`src/mccm_pkg.sv`:
```
`timescale 1ns / 1ps

package mccm_pkg;

    // Field and arithmetic widths
    localparam int LEVEL_BITS = 8;
    localparam int SQUARE_BITS = 2 * LEVEL_BITS;
    localparam int SUM_BITS = 32;
    localparam int ROOT_BITS = SUM_BITS / 2;
    localparam int DIV_STEP_BITS = $clog2(SUM_BITS);
    localparam int ROOT_STEP_BITS = $clog2(ROOT_BITS);
    localparam int GAP_BITS = 16;
    localparam int REQ_BITS = 2;
    localparam int APB_ADDR_BITS = 3;
    localparam int APB_DATA_BITS = 32;

    // Request codes
    localparam logic [REQ_BITS-1:0] REQ_PACKET = 2'd0;
    localparam logic [REQ_BITS-1:0] REQ_SAMPLE = 2'd1;
    localparam logic [REQ_BITS-1:0] REQ_READ   = 2'd2;

    // Control Change recognition
    localparam logic [3:0] CIN_CONTROL_CHANGE    = 4'hB;
    localparam logic [3:0] STATUS_CONTROL_CHANGE = 4'hB;

    // Controller numbers
    localparam logic [LEVEL_BITS-1:0] CTL_LEFT_A  = 8'd16;
    localparam logic [LEVEL_BITS-1:0] CTL_LEFT_B  = 8'd17;
    localparam logic [LEVEL_BITS-1:0] CTL_RIGHT_A = 8'd18;
    localparam logic [LEVEL_BITS-1:0] CTL_RIGHT_B = 8'd19;
    localparam logic [LEVEL_BITS-1:0] CTL_VOLUME  = 8'd7;

    // Register map (word index)
    localparam logic [0:0] REG_FALLBACK_GAP = 1'b0;
    localparam logic [GAP_BITS-1:0] GAP_RESET = 16'd100;
    localparam logic [GAP_BITS-1:0] PKT_COUNT_MAX = '1;

    // Read sequencer states
    typedef enum logic [1:0] {
        ST_IDLE,
        ST_DIV,
        ST_ROOT,
        ST_DONE
    } t_state;

endpackage

```
`src/mccm_div.sv`:
```
`timescale 1ns / 1ps

module mccm_div import mccm_pkg::*; #(
    parameter int DEN_BITS = 16
) (
    input  logic                i_clk,
    input  logic                i_rst_n,
    input  logic                i_start,
    input  logic [SUM_BITS-1:0] i_dividend,
    input  logic [DEN_BITS-1:0] i_divisor,
    output logic                o_done,
    output logic [SUM_BITS-1:0] o_quotient
);

    logic [DEN_BITS-1:0]      r_rem, n_rem;
    logic [SUM_BITS-1:0]      r_quo, n_quo;
    logic [DEN_BITS-1:0]      r_den;
    logic [DIV_STEP_BITS-1:0] r_step;
    logic                     r_busy;
    logic                     r_done;
    logic [DEN_BITS:0]        w_rem_sh;
    logic [DEN_BITS:0]        w_diff;
    logic                     w_ge;

    // One restoring step: bring down the next dividend bit, trial subtract
    always_comb begin
        w_rem_sh = {r_rem, r_quo[SUM_BITS-1]};
        w_diff   = w_rem_sh - {1'b0, r_den};
        w_ge     = (w_rem_sh >= {1'b0, r_den});
        n_rem    = w_ge ? w_diff[DEN_BITS-1:0] : w_rem_sh[DEN_BITS-1:0];
        n_quo    = {r_quo[SUM_BITS-2:0], w_ge};
    end

    // Control: load on start, count steps, flag completion
    always_ff @(posedge i_clk) begin
        if (!i_rst_n) begin
            r_busy <= 1'b0;
            r_done <= 1'b0;
            r_step <= '0;
        end else begin
            r_done <= 1'b0;
            if (i_start) begin
                r_busy <= 1'b1;
                r_step <= DIV_STEP_BITS'(SUM_BITS - 1);
            end else if (r_busy) begin
                r_step <= r_step - 1'b1;
                if (r_step == '0) begin
                    r_busy <= 1'b0;
                    r_done <= 1'b1;
                end
            end
        end
    end

    // Datapath: operands on start, one quotient bit per cycle after
    always_ff @(posedge i_clk) begin
        if (i_start) begin
            r_rem <= '0;
            r_quo <= i_dividend;
            r_den <= i_divisor;
        end else if (r_busy) begin
            r_rem <= n_rem;
            r_quo <= n_quo;
        end
    end

    assign o_done     = r_done;
    assign o_quotient = r_quo;

endmodule

```
`src/mccm_sqrt.sv`:
```
`timescale 1ns / 1ps

module mccm_sqrt import mccm_pkg::*; (
    input  logic                 i_clk,
    input  logic                 i_rst_n,
    input  logic                 i_start,
    input  logic [SUM_BITS-1:0]  i_value,
    output logic                 o_done,
    output logic [ROOT_BITS-1:0] o_root
);

    logic [SUM_BITS-1:0]       r_val;
    logic [ROOT_BITS:0]        r_rem, n_rem;
    logic [ROOT_BITS-1:0]      r_root, n_root;
    logic [ROOT_STEP_BITS-1:0] r_step;
    logic                      r_busy;
    logic                      r_done;
    logic [ROOT_BITS+2:0]      w_rem_sh;
    logic [ROOT_BITS+2:0]      w_trial;
    logic [ROOT_BITS+2:0]      w_diff;
    logic                      w_ge;

    // One digit step: bring down two bits, trial subtract 4*root+1
    always_comb begin
        w_rem_sh = {r_rem, r_val[SUM_BITS-1 -: 2]};
        w_trial  = {1'b0, r_root, 2'b01};
        w_diff   = w_rem_sh - w_trial;
        w_ge     = (w_rem_sh >= w_trial);
        n_rem    = w_ge ? w_diff[ROOT_BITS:0] : w_rem_sh[ROOT_BITS:0];
        n_root   = {r_root[ROOT_BITS-2:0], w_ge};
    end

    // Control: load on start, count digit steps, flag completion
    always_ff @(posedge i_clk) begin
        if (!i_rst_n) begin
            r_busy <= 1'b0;
            r_done <= 1'b0;
            r_step <= '0;
        end else begin
            r_done <= 1'b0;
            if (i_start) begin
                r_busy <= 1'b1;
                r_step <= ROOT_STEP_BITS'(ROOT_BITS - 1);
            end else if (r_busy) begin
                r_step <= r_step - 1'b1;
                if (r_step == '0) begin
                    r_busy <= 1'b0;
                    r_done <= 1'b1;
                end
            end
        end
    end

    // Datapath: shift two radicand bits out per cycle
    always_ff @(posedge i_clk) begin
        if (i_start) begin
            r_val  <= i_value;
            r_rem  <= '0;
            r_root <= '0;
        end else if (r_busy) begin
            r_val  <= {r_val[SUM_BITS-3:0], 2'b00};
            r_rem  <= n_rem;
            r_root <= n_root;
        end
    end

    assign o_done = r_done;
    assign o_root = r_root;

endmodule

```
`src/midi_cc_level_meter.sv`:
```
`timescale 1ns / 1ps

// Level meter fed by USB MIDI Control Change packets.
// Input channel (i_in_valid / o_in_stall): one item per transfer, req_type
// selects a MIDI packet, an end-of-transfer sample, or a read-and-clear.
// Packets and sample marks produce no result; a new item can be taken on
// every cycle while only those arrive.
// A read produces one result on the output channel (o_out_valid /
// i_out_stall): held peaks and floor(sqrt(sum / count)) for both sides.
// The read is worked out on one serial divider (one quotient bit a cycle,
// 32 steps) and one serial square root (two bits a cycle, 16 steps),
// shared by left then right: divide, root, divide, root. With a zero
// sample count the roots are skipped and the sequencer goes straight to
// its done state. The input stalls for the whole read.
// The result sits in an output register; a stalled result holds, and a
// further read waits for that register to empty before it completes.
// Synchronous reset clears levels, meters, counters and the output valid,
// and loads fallback_gap with 100. fallback_gap is written over APB.
module midi_cc_level_meter import mccm_pkg::*; #(
    parameter int COUNT_BITS = 16
) (
    input  logic                     i_clk,
    input  logic                     i_rst_n,
    // item input
    input  logic                     i_in_valid,
    output logic                     o_in_stall,
    input  logic [REQ_BITS-1:0]      i_req_type,
    input  logic [LEVEL_BITS-1:0]    i_header_byte,
    input  logic [LEVEL_BITS-1:0]    i_status_byte,
    input  logic [LEVEL_BITS-1:0]    i_data_one,
    input  logic [LEVEL_BITS-1:0]    i_data_two,
    // result output
    output logic                     o_out_valid,
    input  logic                     i_out_stall,
    output logic [LEVEL_BITS-1:0]    o_peak_left,
    output logic [LEVEL_BITS-1:0]    o_peak_right,
    output logic [LEVEL_BITS-1:0]    o_rms_left,
    output logic [LEVEL_BITS-1:0]    o_rms_right,
    // configuration
    input  logic                     psel,
    input  logic                     penable,
    input  logic                     pwrite,
    input  logic [APB_ADDR_BITS-1:0] paddr,
    input  logic [APB_DATA_BITS-1:0] pwdata,
    output logic [APB_DATA_BITS-1:0] prdata,
    output logic                     pready
);

    t_state                  r_state, n_state;
    logic [GAP_BITS-1:0]     r_gap;
    logic [LEVEL_BITS-1:0]   r_level_l, r_level_r;
    logic [GAP_BITS-1:0]     r_pkts;
    logic [LEVEL_BITS-1:0]   r_peak_l, r_peak_r;
    logic [SUM_BITS-1:0]     r_sum_l, r_sum_r;
    logic [COUNT_BITS-1:0]   r_count;
    logic                    r_lane;
    logic [LEVEL_BITS-1:0]   r_rms_l, r_rms_r;
    logic                    r_out_valid;
    logic [LEVEL_BITS-1:0]   r_out_peak_l, r_out_peak_r, r_out_rms_l, r_out_rms_r;

    logic                    w_in_acc;
    logic                    w_out_acc;
    logic                    w_cfg_wr;
    logic                    w_is_cc;
    logic                    w_count_full;
    logic [SQUARE_BITS-1:0]  w_sq_l, w_sq_r;
    logic [SUM_BITS:0]       w_add_l, w_add_r;
    logic                    w_div_start, w_div_done;
    logic [SUM_BITS-1:0]     w_quotient;
    logic                    w_sqrt_start, w_sqrt_done;
    logic [ROOT_BITS-1:0]    w_root;
    logic                    w_load;
    logic                    w_rms_zero;

    assign w_in_acc  = i_in_valid && !o_in_stall;
    assign w_out_acc = r_out_valid && !i_out_stall;
    assign w_cfg_wr  = psel && penable && pwrite;

    // APB: single register, always ready
    assign pready = 1'b1;
    assign prdata = (paddr[2] == REG_FALLBACK_GAP) ?
                    {{(APB_DATA_BITS-GAP_BITS){1'b0}}, r_gap} : '0;

    always_ff @(posedge i_clk) begin
        if (!i_rst_n) begin
            r_gap <= GAP_RESET;
        end else if (w_cfg_wr && paddr[2] == REG_FALLBACK_GAP) begin
            r_gap <= pwdata[GAP_BITS-1:0];
        end
    end

    // Packet decode and sample arithmetic
    always_comb begin
        w_is_cc = (i_header_byte[3:0] == CIN_CONTROL_CHANGE) ||
                  (i_status_byte[7:4] == STATUS_CONTROL_CHANGE);
        w_count_full = &r_count;
        w_sq_l  = r_level_l * r_level_l;
        w_sq_r  = r_level_r * r_level_r;
        w_add_l = {1'b0, r_sum_l} + {{(SUM_BITS+1-SQUARE_BITS){1'b0}}, w_sq_l};
        w_add_r = {1'b0, r_sum_r} + {{(SUM_BITS+1-SQUARE_BITS){1'b0}}, w_sq_r};
    end

    // Read sequencer: divide then root, left lane then right lane
    always_comb begin
        n_state      = r_state;
        o_in_stall   = 1'b1;
        w_div_start  = 1'b0;
        w_sqrt_start = 1'b0;
        w_load       = 1'b0;
        w_rms_zero   = 1'b0;
        unique case (r_state)
            ST_IDLE: begin
                o_in_stall = 1'b0;
                if (i_in_valid && i_req_type == REQ_READ) begin
                    if (r_count == '0) begin
                        w_rms_zero = 1'b1;
                        n_state    = ST_DONE;
                    end else begin
                        w_div_start = 1'b1;
                        n_state     = ST_DIV;
                    end
                end
            end
            ST_DIV: begin
                if (w_div_done) begin
                    w_sqrt_start = 1'b1;
                    n_state      = ST_ROOT;
                end
            end
            ST_ROOT: begin
                if (w_sqrt_done) begin
                    if (!r_lane) begin
                        w_div_start = 1'b1;
                        n_state     = ST_DIV;
                    end else begin
                        n_state = ST_DONE;
                    end
                end
            end
            ST_DONE: begin
                if (!r_out_valid || !i_out_stall) begin
                    w_load  = 1'b1;
                    n_state = ST_IDLE;
                end
            end
            default: n_state = ST_IDLE;
        endcase
    end

    always_ff @(posedge i_clk) begin
        if (!i_rst_n) begin
            r_state <= ST_IDLE;
        end else begin
            r_state <= n_state;
        end
    end

    // Lane select and root capture
    always_ff @(posedge i_clk) begin
        if (!i_rst_n) begin
            r_lane <= 1'b0;
        end else if (w_in_acc) begin
            r_lane <= 1'b0;
        end else if (w_sqrt_done) begin
            r_lane <= 1'b1;
        end
    end

    always_ff @(posedge i_clk) begin
        if (w_rms_zero) begin
            r_rms_l <= '0;
            r_rms_r <= '0;
        end else if (w_sqrt_done) begin
            if (r_lane) begin
                r_rms_r <= w_root[LEVEL_BITS-1:0];
            end else begin
                r_rms_l <= w_root[LEVEL_BITS-1:0];
            end
        end
    end

    mccm_div #(
        .DEN_BITS(COUNT_BITS)
    ) u_div (
        .i_clk      (i_clk),
        .i_rst_n    (i_rst_n),
        .i_start    (w_div_start),
        .i_dividend ((w_div_start && r_state == ST_ROOT) ? r_sum_r : r_sum_l),
        .i_divisor  (r_count),
        .o_done     (w_div_done),
        .o_quotient (w_quotient)
    );

    mccm_sqrt u_sqrt (
        .i_clk   (i_clk),
        .i_rst_n (i_rst_n),
        .i_start (w_sqrt_start),
        .i_value (w_quotient),
        .o_done  (w_sqrt_done),
        .o_root  (w_root)
    );

    // Levels and packet gap counter
    always_ff @(posedge i_clk) begin
        if (!i_rst_n) begin
            r_level_l <= '0;
            r_level_r <= '0;
            r_pkts    <= '0;
        end else if (w_in_acc && i_req_type == REQ_PACKET) begin
            if (w_is_cc) begin
                if (i_data_one == CTL_LEFT_A || i_data_one == CTL_LEFT_B) begin
                    r_level_l <= i_data_two;
                end else if (i_data_one == CTL_RIGHT_A || i_data_one == CTL_RIGHT_B) begin
                    r_level_r <= i_data_two;
                end else if (i_data_one == CTL_VOLUME && r_pkts > r_gap) begin
                    r_level_l <= i_data_two;
                    r_level_r <= i_data_two;
                end
                r_pkts <= GAP_BITS'(1);
            end else if (r_pkts != PKT_COUNT_MAX) begin
                r_pkts <= r_pkts + 1'b1;
            end
        end
    end

    // Meters: update on sample, clear when a read result is loaded
    always_ff @(posedge i_clk) begin
        if (!i_rst_n || w_load) begin
            r_peak_l <= '0;
            r_peak_r <= '0;
            r_sum_l  <= '0;
            r_sum_r  <= '0;
            r_count  <= '0;
        end else if (w_in_acc && i_req_type == REQ_SAMPLE) begin
            if (r_level_l > r_peak_l) begin
                r_peak_l <= r_level_l;
            end
            if (r_level_r > r_peak_r) begin
                r_peak_r <= r_level_r;
            end
            if (!w_count_full) begin
                r_sum_l <= w_add_l[SUM_BITS] ? '1 : w_add_l[SUM_BITS-1:0];
                r_sum_r <= w_add_r[SUM_BITS] ? '1 : w_add_r[SUM_BITS-1:0];
                r_count <= r_count + 1'b1;
            end
        end
    end

    // Output register
    always_ff @(posedge i_clk) begin
        if (!i_rst_n) begin
            r_out_valid <= 1'b0;
        end else if (w_load) begin
            r_out_valid <= 1'b1;
        end else if (w_out_acc) begin
            r_out_valid <= 1'b0;
        end
    end

    always_ff @(posedge i_clk) begin
        if (w_load) begin
            r_out_peak_l <= r_peak_l;
            r_out_peak_r <= r_peak_r;
            r_out_rms_l  <= r_rms_l;
            r_out_rms_r  <= r_rms_r;
        end
    end

    assign o_out_valid  = r_out_valid;
    assign o_peak_left  = r_out_peak_l;
    assign o_peak_right = r_out_peak_r;
    assign o_rms_left   = r_out_rms_l;
    assign o_rms_right  = r_out_rms_r;

endmodule

```
`config.mk`:
```
export PLATFORM = sky130hd
export DESIGN_NAME = midi_cc_level_meter
export DESIGN_NICKNAME = d
export VERILOG_FILES = /design/src/mccm_pkg.sv /design/src/mccm_div.sv /design/src/mccm_sqrt.sv /design/src/midi_cc_level_meter.sv
export SDC_FILE = /design/constraint.sdc
export NUM_CORES = 1
export LEC_CHECK = 0
export BUFFER_PORTS_ARGS = -buffer_cell sky130_fd_sc_hd__buf_4
export CAP_MARGIN = 40
export CORE_UTILIZATION = 40
export DETAILED_ROUTE_END_ITERATION = 10
export MAX_ROUTING_LAYER = met4
export SYNTH_ARGS = -nofsm -noshare
export SYNTH_HDL_FRONTEND = slang
export SYNTH_SLANG_ARGS = --single-unit
export TNS_END_PERCENT = 20
```
`constraint.sdc`:
```
create_clock -name i_clk -period 12.7 [get_ports i_clk]
set_clock_uncertainty 0.05 [all_clocks]
set_input_delay 1.27 -clock i_clk [delete_from_list [all_inputs] [get_ports i_clk]]
set_output_delay 1.27 -clock i_clk [all_outputs]
set_load 0.02 [all_outputs]
```
==> impl_metrics.toml <==
[clock_network]
tritoncts = "built"
clock_sinks = 338
ctsResizeCount = 0
clk_latency_ns = 0.57
clkSlewWorstSetupHoldPaths_ns = 0.06
cts_buffers = 39
clockRootBuffer = "clkbuf_16"
cts-htree-levels = 2
holdBufCountCts = 0
clk_path_buf_depth = 3
cts_setup_buffers = 0

[final_layout]
nets = 2639
nFillCells = 4917
diodes = 0
area_growth_pct = 12.8
utilization = 0.460
final_layout_size_suffix_gt1_frac = 0.0906

[global_routing]
grt_overflow_total = 0
antenna_found_initial = 0
track_usage = 0.182
grt_max_degree = 74
grt_pass1_wl_um = 77100
grt_pass1_vias = 15600

[status]
status = "finished clean"

[synthesis]
synth_cells = 2266
synth_common_cells = "nand2_1, inv_1, dfxtp_1"
avgSynthCellArea_um2 = 9.08
synth_ff_type = "dfxtp_1"
ys_async_sr_fraction = 0
synth_enable_flop_cells = 112
yosys-top-cells-area = "dfxtp_1, edfxtp_1, ha_1"
synth-seq-cells = 338
yosysUniqueCellTypes = 74
syn_area_um2 = 20600
yosysMostFrequentCell = "nand2_1"
yosysWarnings = 0
synth_top_area_frac = 0.220
ys_seq_area_frac = 0.383
synth_top_area_cell = "dfxtp_1"

[placement]
place_hpwl_um = 32900
io_buffers = 99
gp_congestion = 0.871

[timing]
finalHoldViolCount = 0
fmax_mhz = 173
finalCritPeriodShare = 0.456
hold_ws_ns = 0.380
worstMarginPinSlew_ns = 0.884
drv_slew = 0
relSlewSlack = 0.403
min_period_ns = 5.79
rsz0062_at_grt = "false"
fin_tns_setup_ns = 0
setup_viol = 0

[die]
coreArea_um2 = 50500
dieArea_um2 = 52300
dieHeight_um = 229
initial_core_util = 0.408
num_io_pins = 143
die_x_um = 229
fp-row-count = 82

[critical_path]
path_class = "reg2reg"
cp_cell_sequence = "and2_1, inv_1, fa_1, inv_1, fa_1, fa_1, fa_1, ha_1, a21oi_1, inv_1, o21ai_1, a21oi_1, o41ai_1, a21oi_2, a21bo_2, a31oi_1"
critPathArrivalTime_ns = 6.22
cp_top_family = "adder cells"
crit_top_cell = "fa_1"
critPathSlowestCell = "o41ai_1"
worstSetupEndpointType = "flip-flop"
cp.required_ns = 13.13
slowest_delay_ns = 0.76
critPathLaunchType = "flip-flop"
path_buf_inv = 3
path_max_fanout = 13

[power]
leakage_nw = 9.87
power.total_mw = 2.88
power_density_nw_per_um2 = 124
vdd_ir_drop_max_mv = 0.0764

[hold_path]
hp-class = "reg2reg"

[route]
wl_per_cell_um = 15.1
ant_nets = 0
drtPass1Iterations = 5
drc = 0
drt_iter0_drc = 695
routed_via_density = 5.17
wl_um = 45700
vias = 15700

[flow_run]
max_cap_viol_count = 0
-- flip-flops by register name, summed over array words and instances (netlist names), 8 cells and up --
signal,count
o_rms_left,8
o_peak_right,8
u_sqrt.o_root,16
r_sum_r,32
u_sqrt.r_rem,17
r_count,16
r_rms_r,8
o_peak_left,8
r_gap,16
r_pkts,16
r_level_l,8
o_rms_right,8
u_div.o_quotient,32
r_rms_l,8
u_div.r_den,16
u_div.r_rem,16
r_sum_l,32
r_peak_l,8
r_level_r,8
u_sqrt.r_val,32
r_peak_r,8
-- final timing paths --
path                        startpoint                  endpoint  slack [ns]  cells after the start
min            r_rms_r[4]$_SDFFE_PP0P_  o_rms_right[4]$_DFFE_PP_        0.38                      0
max reg2reg  r_level_r[6]$_SDFFE_PN0P_  r_sum_r[25]$_SDFFE_PP0P_        6.91                     16
min reg2reg    r_rms_r[4]$_SDFFE_PP0P_  o_rms_right[4]$_DFFE_PP_        0.38                      0
max          r_level_r[6]$_SDFFE_PN0P_  r_sum_r[25]$_SDFFE_PP0P_        6.91                     16
-- final cells by class --
type / instances / area, µm² / area share
clock buffers: 50 / 1090 / 0.0469
inverters: 235 / 882 / 0.0380
multi-input cells: 1598 / 11400 / 0.491
clock inverters: 22 / 198 / 0.00852
repair buffers: 120 / 920 / 0.0396
flip-flops and latches: 338 / 7890 / 0.340
well taps: 672 / 841 / 0.0362
-- metrics by stage --
step | setup WS [ns] | cells | instance area, µm²
after CTS | 6.90 | 3035 | 23200
after global placement | 6.38 | 2959 | 21900
after floorplan | 7.68 | 2281 | 20600
after global routing | 6.48 | 3035 | 23200
after detailed placement | 6.94 | 2963 | 21900
final | 6.91 | 3035 | 23200
-- where the power goes --
group          switching, mW  internal [mW]  total, mW
Clock                  0.481          0.638       1.12
Sequential            0.0424           1.17       1.21
Combinational          0.310          0.245      0.555
Total                  0.834           2.05       2.88
-- logic make-up after synthesis --
logic type      Yosys count  share of synthesized area
flops                   338                      0.383
simple gates            736                      0.169
xor+xnor                 98                     0.0417
fa+ha+maj               231                      0.168
mux                      71                     0.0346
other cells               2                   0.000365
compound gates          445                      0.136
buf+inv                 345                     0.0670
-- layout by cell type (no fill, tap or decap), types with 33 or more instances in the layout --
cell and n:
and2_1 48, clkbuf_16 40, o22ai_1 33, xnor2_1 44, xor2_1 54, fa_1 75, buf_4 117, nor3_1 37
nor2_1 197, nand3_1 38, nand2_1 256, mux2i_1 70, ha_1 156, o21ai_0 108, dfxtp_1 225, inv_1 234
edfxtp_1 112, a21oi_1 134
-- per-layer routing --
layer | global-route usage | vias to the layer above | share of wire
met4 | 0.0467 | 0 | 0.019
met1 | 0.234 | 7523 | 0.48
met5 | - | - | 0
li1 | - | 7881 | -
met2 | 0.299 | 235 | 0.47
met3 | 0.0263 | 52 | 0.035
Note: power is estimated with default switching activity, not from simulation.
